File: config.mk
export PLATFORM = sky130hd
export DESIGN_NAME = fdl_ctrl
export DESIGN_NICKNAME = d
export VERILOG_FILES = /design/src/fdl_pkg.sv /design/src/fdl_ctrl.sv
export SDC_FILE = /design/constraint.sdc
export NUM_CORES = 1
export LEC_CHECK = 0
export ABC_AREA = 1
export CAP_MARGIN = 20
export CORE_ASPECT_RATIO = 0.75
export CORE_MARGIN = 8
export CORE_UTILIZATION = 45
export CTS_CLUSTER_SIZE = 14
export DETAILED_ROUTE_END_ITERATION = 7
export DONT_BUFFER_PORTS = 1
export GPL_TIMING_DRIVEN = 0
export PLACE_DENSITY_LB_ADDON = 0.2
export SYNTH_ARGS = -nofsm -noshare
export SYNTH_HDL_FRONTEND = slang
export SYNTH_SLANG_ARGS = --single-unit
File: constraint.sdc
create_clock -name aclk -period 1.7 [get_ports aclk]
set_input_delay 0.17 -clock aclk [delete_from_list [all_inputs] [get_ports aclk]]
set_output_delay 0.17 -clock aclk [all_outputs]
set_load 0.02 [all_outputs]
File: src/fdl_pkg.sv
// shared types, constants and helper functions of the feedback delay line
package fdl_pkg;

    // store geometry
    localparam int MAX_LEN   = 8192;
    localparam int ADDR_W    = $clog2(MAX_LEN);
    localparam int LEN_W     = ADDR_W + 1;
    localparam int TAP_COUNT = 4;
    localparam int TAP_W     = $clog2(TAP_COUNT);
    localparam int CNT_W     = $clog2(ADDR_W);

    // datapath widths
    localparam int SAMPLE_W = 16;
    localparam int CFG_W    = 16;
    localparam int COEF_W   = 16;
    localparam int WET_W    = 18;
    localparam int PROD_W   = WET_W + COEF_W + 1;
    localparam int SAT_IN_W = PROD_W + 1 - 15;

    // register limits and reset values
    localparam logic [LEN_W-1:0]  LEN_MIN   = LEN_W'(2);
    localparam logic [LEN_W-1:0]  LEN_MAX   = LEN_W'(MAX_LEN);
    localparam logic [LEN_W-1:0]  LEN_RESET = LEN_W'(4410);
    localparam logic [14:0]       FB_LIMIT  = 15'd32440;
    localparam logic [14:0]       FB_RESET  = 15'd16384;
    localparam logic [15:0]       WM_LIMIT  = 16'd32768;
    localparam logic [15:0]       WM_RESET  = 16'd16384;
    localparam logic [16:0]       Q15_ONE   = 17'd32768;

    // register indexes
    localparam logic [1:0] CFG_LENGTH   = 2'd0;
    localparam logic [1:0] CFG_FEEDBACK = 2'd1;
    localparam logic [1:0] CFG_WET_MIX  = 2'd2;
    localparam logic [1:0] CFG_MODE     = 2'd3;

    // delay modes
    localparam logic [1:0] MODE_NORMAL   = 2'd0;
    localparam logic [1:0] MODE_PINGPONG = 2'd1;
    localparam logic [1:0] MODE_MULTI    = 2'd2;

    typedef enum logic [2:0] {
        S_CLEAR,
        S_WRAP,
        S_IDLE,
        S_TAP,
        S_FB,
        S_DRY,
        S_WET,
        S_MIX
    } state_t;

    typedef enum logic [1:0] {
        MUL_TAP,
        MUL_FB,
        MUL_DRY,
        MUL_WET
    } mul_sel_t;

    typedef struct packed {
        logic             accept;
        logic             clr_en;
        logic             wrap_step;
        logic             wrap_first;
        logic             wrap_load;
        logic [CNT_W-1:0] wrap_bit;
        logic             rd_en;
        logic [TAP_W-1:0] rd_tap;
        logic             mul_en;
        mul_sel_t         mul_sel;
        logic [TAP_W-1:0] mul_tap;
        logic             acc_en;
        logic             store_en;
        logic             mix_en;
        logic             out_load;
    } ctrl_cmd_t;

    typedef struct packed {
        logic len_wr;
        logic multi;
        logic clr_done;
    } dp_status_t;

    // q15 tap weights 1, 1/2, 1/3, 1/4
    function automatic logic [COEF_W-1:0] tap_weight(input logic [TAP_W-1:0] t);
        logic [COEF_W-1:0] w;
        case (t)
            2'd0:    w = 16'd32768;
            2'd1:    w = 16'd16384;
            2'd2:    w = 16'd10923;
            2'd3:    w = 16'd8192;
            default: w = 16'd0;
        endcase
        return w;
    endfunction

    function automatic logic signed [SAMPLE_W-1:0] sat16(input logic signed [SAT_IN_W-1:0] v);
        logic signed [SAMPLE_W-1:0] r;
        if (v > SAT_IN_W'(32767)) begin
            r = 16'sh7fff;
        end else if (v < -SAT_IN_W'(32768)) begin
            r = 16'sh8000;
        end else begin
            r = v[SAMPLE_W-1:0];
        end
        return r;
    endfunction

endpackage

File: src/fdl_ctrl.sv
// sequencing state machine: clearing pass, position wrap and per-sample schedule
module fdl_ctrl (
    input  logic                aclk,
    input  logic                aresetn,
    input  logic                s_tvalid,
    input  logic                m_tready,
    input  fdl_pkg::dp_status_t status,
    output logic                s_tready,
    output logic                m_tvalid,
    output fdl_pkg::ctrl_cmd_t  cmd
);
    import fdl_pkg::*;

    state_t           state_reg, state_next;
    logic [CNT_W-1:0] cnt_reg, cnt_next;
    logic             pend_reg, pend_next;
    logic             out_valid_reg, out_valid_next;

    logic [CNT_W-1:0] n_taps;
    logic             ready;
    logic             out_free;

    assign n_taps   = status.multi ? CNT_W'(TAP_COUNT) : CNT_W'(1);
    assign ready    = (state_reg == S_IDLE) && !status.len_wr;
    assign out_free = !out_valid_reg || m_tready;

    always_ff @(posedge aclk) begin
        if (!aresetn) begin
            state_reg     <= S_CLEAR;
            cnt_reg       <= '0;
            pend_reg      <= 1'b0;
            out_valid_reg <= 1'b0;
        end else begin
            state_reg     <= state_next;
            cnt_reg       <= cnt_next;
            pend_reg      <= pend_next;
            out_valid_reg <= out_valid_next;
        end
    end

    // next state
    always_comb begin
        state_next     = state_reg;
        cnt_next       = cnt_reg;
        pend_next      = pend_reg;
        out_valid_next = out_valid_reg && !m_tready;
        case (state_reg)
            S_CLEAR: begin
                if (status.len_wr) begin
                    state_next = S_WRAP;
                    cnt_next   = '0;
                end else if (status.clr_done) begin
                    state_next = S_IDLE;
                end
            end
            S_WRAP: begin
                if (cnt_reg == CNT_W'(ADDR_W - 1)) begin
                    cnt_next  = '0;
                    pend_next = 1'b0;
                    if (pend_reg || status.len_wr) begin
                        state_next = S_WRAP;
                    end else if (status.clr_done) begin
                        state_next = S_IDLE;
                    end else begin
                        state_next = S_CLEAR;
                    end
                end else begin
                    cnt_next  = cnt_reg + CNT_W'(1);
                    pend_next = pend_reg || status.len_wr;
                end
            end
            S_IDLE: begin
                cnt_next = '0;
                if (status.len_wr) begin
                    state_next = S_WRAP;
                end else if (s_tvalid) begin
                    state_next = S_TAP;
                end
            end
            S_TAP: begin
                if (cnt_reg == n_taps + CNT_W'(1)) begin
                    state_next = S_FB;
                    cnt_next   = '0;
                end else begin
                    cnt_next = cnt_reg + CNT_W'(1);
                end
            end
            S_FB:  state_next = S_DRY;
            S_DRY: state_next = S_WET;
            S_WET: state_next = S_MIX;
            S_MIX: begin
                if (out_free) begin
                    state_next     = S_IDLE;
                    out_valid_next = 1'b1;
                end
            end
            default: state_next = S_CLEAR;
        endcase
    end

    // outputs
    always_comb begin
        cmd        = '0;
        cmd.mul_sel = MUL_TAP;
        s_tready   = ready;
        case (state_reg)
            S_CLEAR: cmd.clr_en = !status.clr_done;
            S_WRAP: begin
                cmd.wrap_step  = 1'b1;
                cmd.wrap_first = (cnt_reg == '0);
                cmd.wrap_load  = (cnt_reg == CNT_W'(ADDR_W - 1));
                cmd.wrap_bit   = CNT_W'(ADDR_W - 1) - cnt_reg;
            end
            S_IDLE: cmd.accept = ready && s_tvalid;
            S_TAP: begin
                // read tap n, weight tap n-1, accumulate tap n-2
                cmd.rd_en   = (cnt_reg < n_taps);
                cmd.rd_tap  = cnt_reg[TAP_W-1:0];
                cmd.mul_en  = (cnt_reg >= CNT_W'(1)) && (cnt_reg <= n_taps);
                cmd.mul_sel = MUL_TAP;
                cmd.mul_tap = TAP_W'(cnt_reg - CNT_W'(1));
                cmd.acc_en  = (cnt_reg >= CNT_W'(2));
            end
            S_FB: begin
                cmd.mul_en  = 1'b1;
                cmd.mul_sel = MUL_FB;
            end
            S_DRY: begin
                cmd.store_en = 1'b1;
                cmd.mul_en   = 1'b1;
                cmd.mul_sel  = MUL_DRY;
            end
            S_WET: begin
                cmd.mix_en  = 1'b1;
                cmd.mul_en  = 1'b1;
                cmd.mul_sel = MUL_WET;
            end
            S_MIX: cmd.out_load = out_free;
            default: cmd = '0;
        endcase
    end

    assign m_tvalid = out_valid_reg;

endmodule

# Word-level counts from Yosys, hierarchy flattened

Cells that the tools add are included.

Bits in registers: 9
Word-level logic and storage cells: 69
Output and inout bits: 23

$add $sub $neg: 4
Mux-type cells: 27
Eq/ne operators: 15
Reductions and logical operators: 15
$lt $le $gt $ge: 4

Operator list:

| kind                                                 | count |
|---|---|
| two-way mux 3 bit                                    | 10 |
| case mux 3 bit (8 select lines)                      | 1 |
| case mux 4 bit (4 select lines)                      | 1 |
| == test 3 bit (second input constant)                | 4 |
| two-way mux 4 bit                                    | 3 |
| case mux 3 bit (4 select lines)                      | 1 |
| two-way mux 1 bit                                    | 8 |
| inequality test 2 bit (second input constant)        | 4 |
| two-way mux 7 bit                                    | 1 |
| == test 3 x 2 -> 1 bit (second input constant)       | 2 |
| inequality test 3 bit (second input constant)        | 2 |
| AND reduction 5 bit                                  | 1 |
| adder 3 x 1 -> 4 bit (second input constant)         | 1 |
| adder 4 x 1 -> 4 bit (second input constant)         | 1 |
| == test 4 bit                                        | 1 |
| == test 4 bit (second input constant)                | 1 |
| >= comparator 4 x 1 -> 1 bit (second input constant) | 1 |
| >= comparator 4 x 2 -> 1 bit (second input constant) | 1 |
| less-or-equal comparator 4 x 3 -> 1 bit              | 1 |
| logical AND 1 bit                                    | 4 |
| logical NOT 1 bit                                    | 4 |
| logical NOT 4 bit                                    | 1 |
| less-than comparator 4 x 3 -> 1 bit                  | 1 |
| two-way mux 2 bit                                    | 2 |
| 7 further kinds                                      | 8 |

# Depth between registers and ports, before layout

Gate-level depths: netlist of the first run.

Depth after elaboration: 5
Mapped depth: 11
Gate-level depth less buffers: 11

# Least setup slack after synthesis of the first run

No wires, ideal clock.

Path type: register to output
Start point: reg cnt_reg[0]
End point: out cmd[8] (netlist name)
Slack: -30 ps
Stages on the path, launching flop included: 7
Arrival time: 1560 ps
Data required time: 1530 ps
Cell sequence: dfxtp_1 > inv_1 > ha_1 > nand2_1 > o21ai_0 > o21ai_0 > o21ai_0

RTL lines:

| item                     | RTL line       | text |
|---|---|---|
| start: declaration       | fdl_ctrl.sv:15 | `logic [CNT_W-1:0] cnt_reg, cnt_next;` |
| start signal: assignment | fdl_ctrl.sv:35 | `cnt_reg <= cnt_next;` |
| end: declaration         | fdl_ctrl.sv:10 | `output fdl_pkg::ctrl_cmd_t cmd` |

==> results of run 1 <==
area by class of cell:
cell class,instances,area [µm²],share of cell area (%)
multi-input cells,104,659,57.4
flip-flops and latches,9,188,16.3
inverters,25,110,9.59
repair buffers,12,92.6,8.06
plain buffers,4,41.3,3.59
well taps,24,30.0,2.61
clock buffers,3,22.5,1.96
clock inverters,1,5.00,0.436
worst max path at each step:
stage | startpoint | end | slack [ns] | cells after the start
floorplan | cnt_reg[0] | cmd[8] | 0.12 | 6
global placement | cnt_reg[0] | cmd[8] | -0.1 | 6
detailed placement | cnt_reg[0] | cmd[8] | -0.12 | 6
CTS | cnt_reg[0] | cmd[8] | -0.03 | 6
global route | state_reg[0] | cmd[4] | -0.05 | 5
finish | state_reg[0] | cmd[4] | 0.04 | 5
per-stage QoR:
stage | worst slack [ns] | hold slack (ns) | util (%) | TNS (ns)
2_1_floorplan | 0.117 | 0.268 | - | 0
3_3_place_gp | -0.0967 | 0.273 | 48.5 | -0.0967
3_5_place_dp | -0.118 | 0.280 | 48.5 | -0.118
4_1_cts | -0.0273 | 0.0162 | 52.9 | -0.0398
5_1_grt | -0.0499 | 0.0109 | 58.5 | -0.252
6_report | 0.0359 | 0.0256 | 58.5 | 0
logic make-up (layout without fill, tap and decap cells):
family / after synthesis / count (layout)
XOR/XNOR: 1 / 1
adder cells (fa/ha/maj): 6 / 6
buffers and inverters: 29 / 45
AND/OR/NAND/NOR: 77 / 77
flip-flops: 9 / 9
AO/OA/AOI/OAI: 20 / 20
layer usage:
metal  routed length, µm  share of wire (%)  vias up  GRT usage, %
met5                   0                  0        -             0
met4                  13               0.54        0          3.05
met3                 249                 10        2          5.84
met2                1030                 43       27          18.7
met1                1110                 46      407          16.3
li1                    -                  -      480             -
cells in the mapped netlist, types with 3 or more instances:
master	n
nand2_2	4
nand2_4	3
nor2_1	26
nor2_2	3
ha_1	6
dfxtp_1	9
inv_1	18
nor2_4	6
inv_2	6
nand3_1	3
o21ai_0	6
buf_6	3
nor3_1	3
a21oi_1	7
nand2_1	23
power breakdown:
part           switching, mW  internal, mW  total, mW
Combinational          0.805         0.463       1.27
Sequential            0.0432         0.263      0.306
Clock                 0.0808        0.0870      0.168
Total                  0.929         0.814       1.74
repair_timing:
item	4_1_cts	5_1_grt
pin swaps	1	4
hold endpoints to repair	1	0
setup buffers	0	11
hold buffers	1	0
setup endpoints to repair	8	13
resized for setup	17	9
==> flow_metrics.py, run 1 <==
metrics = {
    "place": {
        "dp.cells": 166,
        "placed_area_um2": 951,
        "hpwl_um": 1790,
        "gp_congestion": 0.803,
        "port_buffers": 0,
    },
    "floorplanning": {
        "die_x_um": 68.2,
        "boundaryPins": 30,
        "row_count": 14,
        "core_mm2": 0.00196,
        "design.die.area_mm2": 0.00376,
        "die_height_um": 55.2,
        "initial_core_util_pct": 46.9,
    },
    "logic_synthesis": {
        "avgSynthCellArea_um2": 6.49,
        "syn-cell-area_um2": 921,
        "yosysTopAreaCellShare_pct": 19.6,
        "synth_nets": 155,
        "synth_mux_area_share_pct": 0,
        "yosysTopAreaCell": "dfxtp_1",
        "synthArstFlopShare_pct": 0,
        "yosysSeqAreaShare_pct": 19.6,
        "synth_xor_area_share_pct": 0.951,
        "synth_seq_cells": 9,
        "synth_edf_count": 0,
        "synth_top_family_by_area": "simple AND/OR/NAND/NOR gates",
        "synth-compound-area-share_pct": 12.4,
        "synth.distinct_cells": 27,
        "synth-adder-area-share_pct": 8.15,
        "synthSimpleGateAreaFrac_pct": 44.0,
        "synth_area_leaders": "dfxtp_1 20%, nor2_1 11%, nand2_1 9.4%",
        "yosysWarnings": 0,
        "synthFlopType": "dfxtp_1",
        "netlist_instances": 142,
    },
    "global_route": {
        "grt_first_pass_wirelength_um": 3620,
        "grt_pass1_vias": 786,
        "grt-ovfl-total": 0,
        "grt_start_max_net_pins": 10,
        "antenna_found_initial": 0,
        "track_usage_pct": 12.6,
    },
    "drt": {
        "post-route-drc-count": 0,
        "drtIter0Drc": 97,
        "wl_um": 2410,
        "vias_per_cell": 5.03,
        "antenna_left": 0,
        "first_pass_iters": 4,
        "wl_per_cell_um": 13.2,
        "num_vias": 916,
    },
    "layout": {
        "diodes": 0,
        "fin_cells": 182,
        "final_cell_mix": "22 x nand2_1, 22 x nor2_1, 16 x inv_1",
        "filler_cell_count": 182,
        "stdcell_area_mm2": 0.00115,
        "nets": 172,
        "synthToLayoutAreaGrowth_pct": 24.7,
        "layout-drive-gt1-share_pct": 38.6,
        "largest_reg_flops": 4,
    },
    "sta": {
        "period_needed_ns": 1.66,
        "worstMarginPinSlew_ns": 0.655,
        "timing.fmax_ghz": 0.601,
        "setup_violations": 0,
        "skew_ns": 0.00473,
        "drv_slew": 0,
        "fin_crit_sh_pct": 97.9,
        "rsz0062_at_grt": "yes",
        "maxSlewHeadroom_pct": 56.0,
        "finalHoldViolCount": 0,
    },
    "worst_setup_path": {
        "critical_path_arrival_ns": 1.49,
        "r2r_cells": 9,
        "crit_required_ns": 1.53,
        "cp-end-kind": "output port",
        "r2r_end": "state_reg[0]",
        "cpPeakStageDelay_ns": 0.36,
        "path_cells": "buf_6, nand2_4, nor2_2, inv_2, nor2_1",
        "cp-start-kind": "flop",
        "r2r_slack_ns": 0.15,
        "slowest_stage": "nor2_1",
        "cp_num_buf_inv": 2,
        "cp_top_family": "simple AND/OR/NAND/NOR gates",
        "path_max_fanout": 9,
        "critPathKind": "reg2out",
        "reg2reg_from": "cnt_reg[0]",
    },
    "power_and_ir_drop": {
        "power_leakage_nw": 0.549,
        "vdd_drop_max_v": 0.000865,
        "powerDensity_mw_per_mm2": 1520,
        "p_total_mw": 1.74,
    },
    "clock_network": {
        "clockBufferDepth": 2,
        "cts_root_buffer": "clkbuf_4",
        "cts_tree": "yes",
        "cts_buffers": 3,
        "clock_sinks": 9,
        "clk_latency_ns": 0.27,
        "h-tree-depth": 1,
        "clk_pin_slew_ns": 0.06,
    },
    "job": {
        "cap_violations": 0,
    },
    "hold_path": {
        "hp-class": "in2reg",
        "min_path_cells": 2,
        "hold_start": "aresetn",
        "min_to": "state_reg[1]",
    },
    "run_status": {
        "status": "finished clean",
    },
}
Power figures use the tool's default switching activity.
==> run 2, diff against run 1 <==
--- a/config.mk
+++ b/config.mk
@@ -15,6 +15,8 @@
 export DONT_BUFFER_PORTS = 1
 export GPL_TIMING_DRIVEN = 0
 export PLACE_DENSITY_LB_ADDON = 0.2
+export REMOVE_ABC_BUFFERS = 1
+export SLEW_MARGIN = 25
 export SYNTH_ARGS = -nofsm -noshare
 export SYNTH_HDL_FRONTEND = slang
 export SYNTH_SLANG_ARGS = --single-unit
==> run 2 against run 1 <==
Total power decreased by 4.3%. Hold slack got worse by 0.015 ns. Register-to-register slack improved by 0.07 ns. Non-clock buffer count decreased by 11. Design area decreased by 3.7%. Critical path depth increased by 1. Global-route usage decreased by 0.16 points. Largest cell class unchanged.
==> flow_metrics.py, run 2 (synthesis gave the netlist of run 1 again) <==
metrics = {
    "sta": {
        "drv_slew": 0,
        "skew_ns": 0.00186,
        "worstMarginPinSlew_ns": 0.644,
        "setup_tns_ns": 0,
        "maxSlewHeadroom_pct": 56.7,
        "setup_violations": 0,
        "rsz0062_at_grt": "yes",
        "finalHoldViolCount": 0,
        "timing.fmax_ghz": 0.604,
        "period_needed_ns": 1.66,
        "fin_crit_sh_pct": 97.4,
        "fin_hold_ws_ns": 0.0104,
    },
    "worst_setup_path": {
        "critPathKind": "reg2out",
        "cp_top_family": "compound AO/OA/AOI/OAI gates",
        "slowest_stage": "dfxtp_4",
        "crit_required_ns": 1.53,
        "path_cells": "inv_6, ha_4, nand2_1, o21ai_1, o21ai_1, o21ai_2",
        "path_max_fanout": 4,
        "cp-end-kind": "output port",
        "crit_top_cell": "o21ai_1",
        "critical_path_arrival_ns": 1.49,
        "cpPeakStageDelay_ns": 0.37,
        "r2r_slack_ns": 0.22,
        "cp_num_buf_inv": 1,
        "cp-start-kind": "flop",
    },
    "place": {
        "hpwl_um": 1770,
        "placed_area_um2": 910,
        "gp_congestion": 0.894,
        "port_buffers": 0,
    },
    "layout": {
        "diodes": 0,
        "regArea_um2": 203,
        "post-route-util_pct": 56.4,
        "filler_cell_count": 180,
        "nets": 161,
        "largest_reg_flops": 4,
        "synthToLayoutAreaGrowth_pct": 20.1,
        "multi_input_area_um2": 683,
        "stdcell_area_mm2": 0.00111,
        "final_cell_mix": "22 x nand2_1, 22 x nor2_1, 16 x inv_1",
        "layout-drive-gt1-share_pct": 37.4,
    },
    "clock_network": {
        "cts_root_buffer": "clkbuf_4",
        "cts_tree": "yes",
        "clk_latency_ns": 0.27,
        "clk_pin_slew_ns": 0.07,
        "clockBufferDepth": 2,
        "cts_buffers": 3,
        "h-tree-depth": 1,
        "clock_sinks": 9,
    },
    "power_and_ir_drop": {
        "power_leakage_nw": 0.504,
        "vdd_drop_max_v": 0.000800,
        "powerDensity_mw_per_mm2": 1510,
        "p_total_mw": 1.67,
    },
    "global_route": {
        "use_met1_pct": 16.3,
        "grt_first_pass_wirelength_um": 3630,
        "track_usage_pct": 12.5,
        "grt_use_met3_pct": 4.02,
        "grt.busiest_layer": "met2",
        "antenna_found_initial": 0,
        "grt_pass1_vias": 792,
        "grt_use_met2_pct": 19.6,
        "grt-ovfl-total": 0,
        "grt_start_max_net_pins": 10,
    },
    "floorplanning": {
        "core_mm2": 0.00196,
        "die_height_um": 55.2,
        "boundaryPins": 30,
        "initial_core_util_pct": 46.9,
        "row_count": 14,
        "die_x_um": 68.2,
        "design.die.area_mm2": 0.00376,
    },
    "drt": {
        "wl_um": 2350,
        "antenna_left": 0,
        "drtIter0Drc": 24,
        "vias_per_cell": 5.12,
        "num_vias": 876,
        "post-route-drc-count": 0,
        "first_pass_iters": 4,
        "wl_per_cell_um": 13.7,
    },
    "run_status": {
        "status": "finished clean",
    },
    "job": {
        "cap_violations": 0,
    },
    "hold_path": {
        "hp-class": "in2reg",
    },
}
run 2: cell count changes in the layout (fill, tap and decap cells not counted), sizes merged:
| cell | previous run | this run |
|---|---|---|
| buf | 15 | 4 |
run 2: repair_timing:
| item | in CTS | in global routing |
|---|---|---|
| setup endpoints to repair | 16 | 12 |
| gates resized for setup | 22 | 15 |
| pin swaps | 1 | 4 |
| setup buffers | 1 | 3 |
| hold buffers | 1 | 0 |
| endpoints found under the hold margin | 1 | 0 |
run 2: metrics by stage:
stage               setup WS [ns]  std cells
global placement           -0.263        162
detailed placement         -0.270        162
floorplan                 -0.0296        138
CTS                      0.000874        168
finish                     0.0443        171
global route              -0.0328        171
run 2: path summary, 6_finish.rpt:
kind | to | depth (start not counted) | startpoint
min | state_reg[0] | 2 | aresetn
min reg2reg | pend_reg | 2 | pend_reg
max | cmd[8] | 6 | cnt_reg[0]
max reg2reg | state_reg[1] | 9 | cnt_reg[1]
run 2: area by class of cell:
type / count / share of cell area, %
Multi-Input combinational cell: 104 / 61.8
Sequential cell: 9 / 18.3
Inverter: 25 / 9.95
Timing Repair Buffer: 5 / 4.75
Tap cell: 24 / 2.71
Clock buffer: 3 / 2.04
Clock inverter: 1 / 0.452
run 2: power by group:
group / leakage [nW] / switching (mW) / internal [mW]
Combinational: 0.408 / 0.702 / 0.388
Clock: 0.0177 / 0.0855 / 0.0870
Sequential: 0.0776 / 0.127 / 0.279
Total: 0.504 / 0.914 / 0.754
run 2: metal layers:
layer	up-vias	share of wire (%)	wire length [µm]
li1	455	-	-
met2	16	45	1060
met3	2	7.0	164
met5	-	0	0
met1	403	48	1120
met4	0	0.30	7
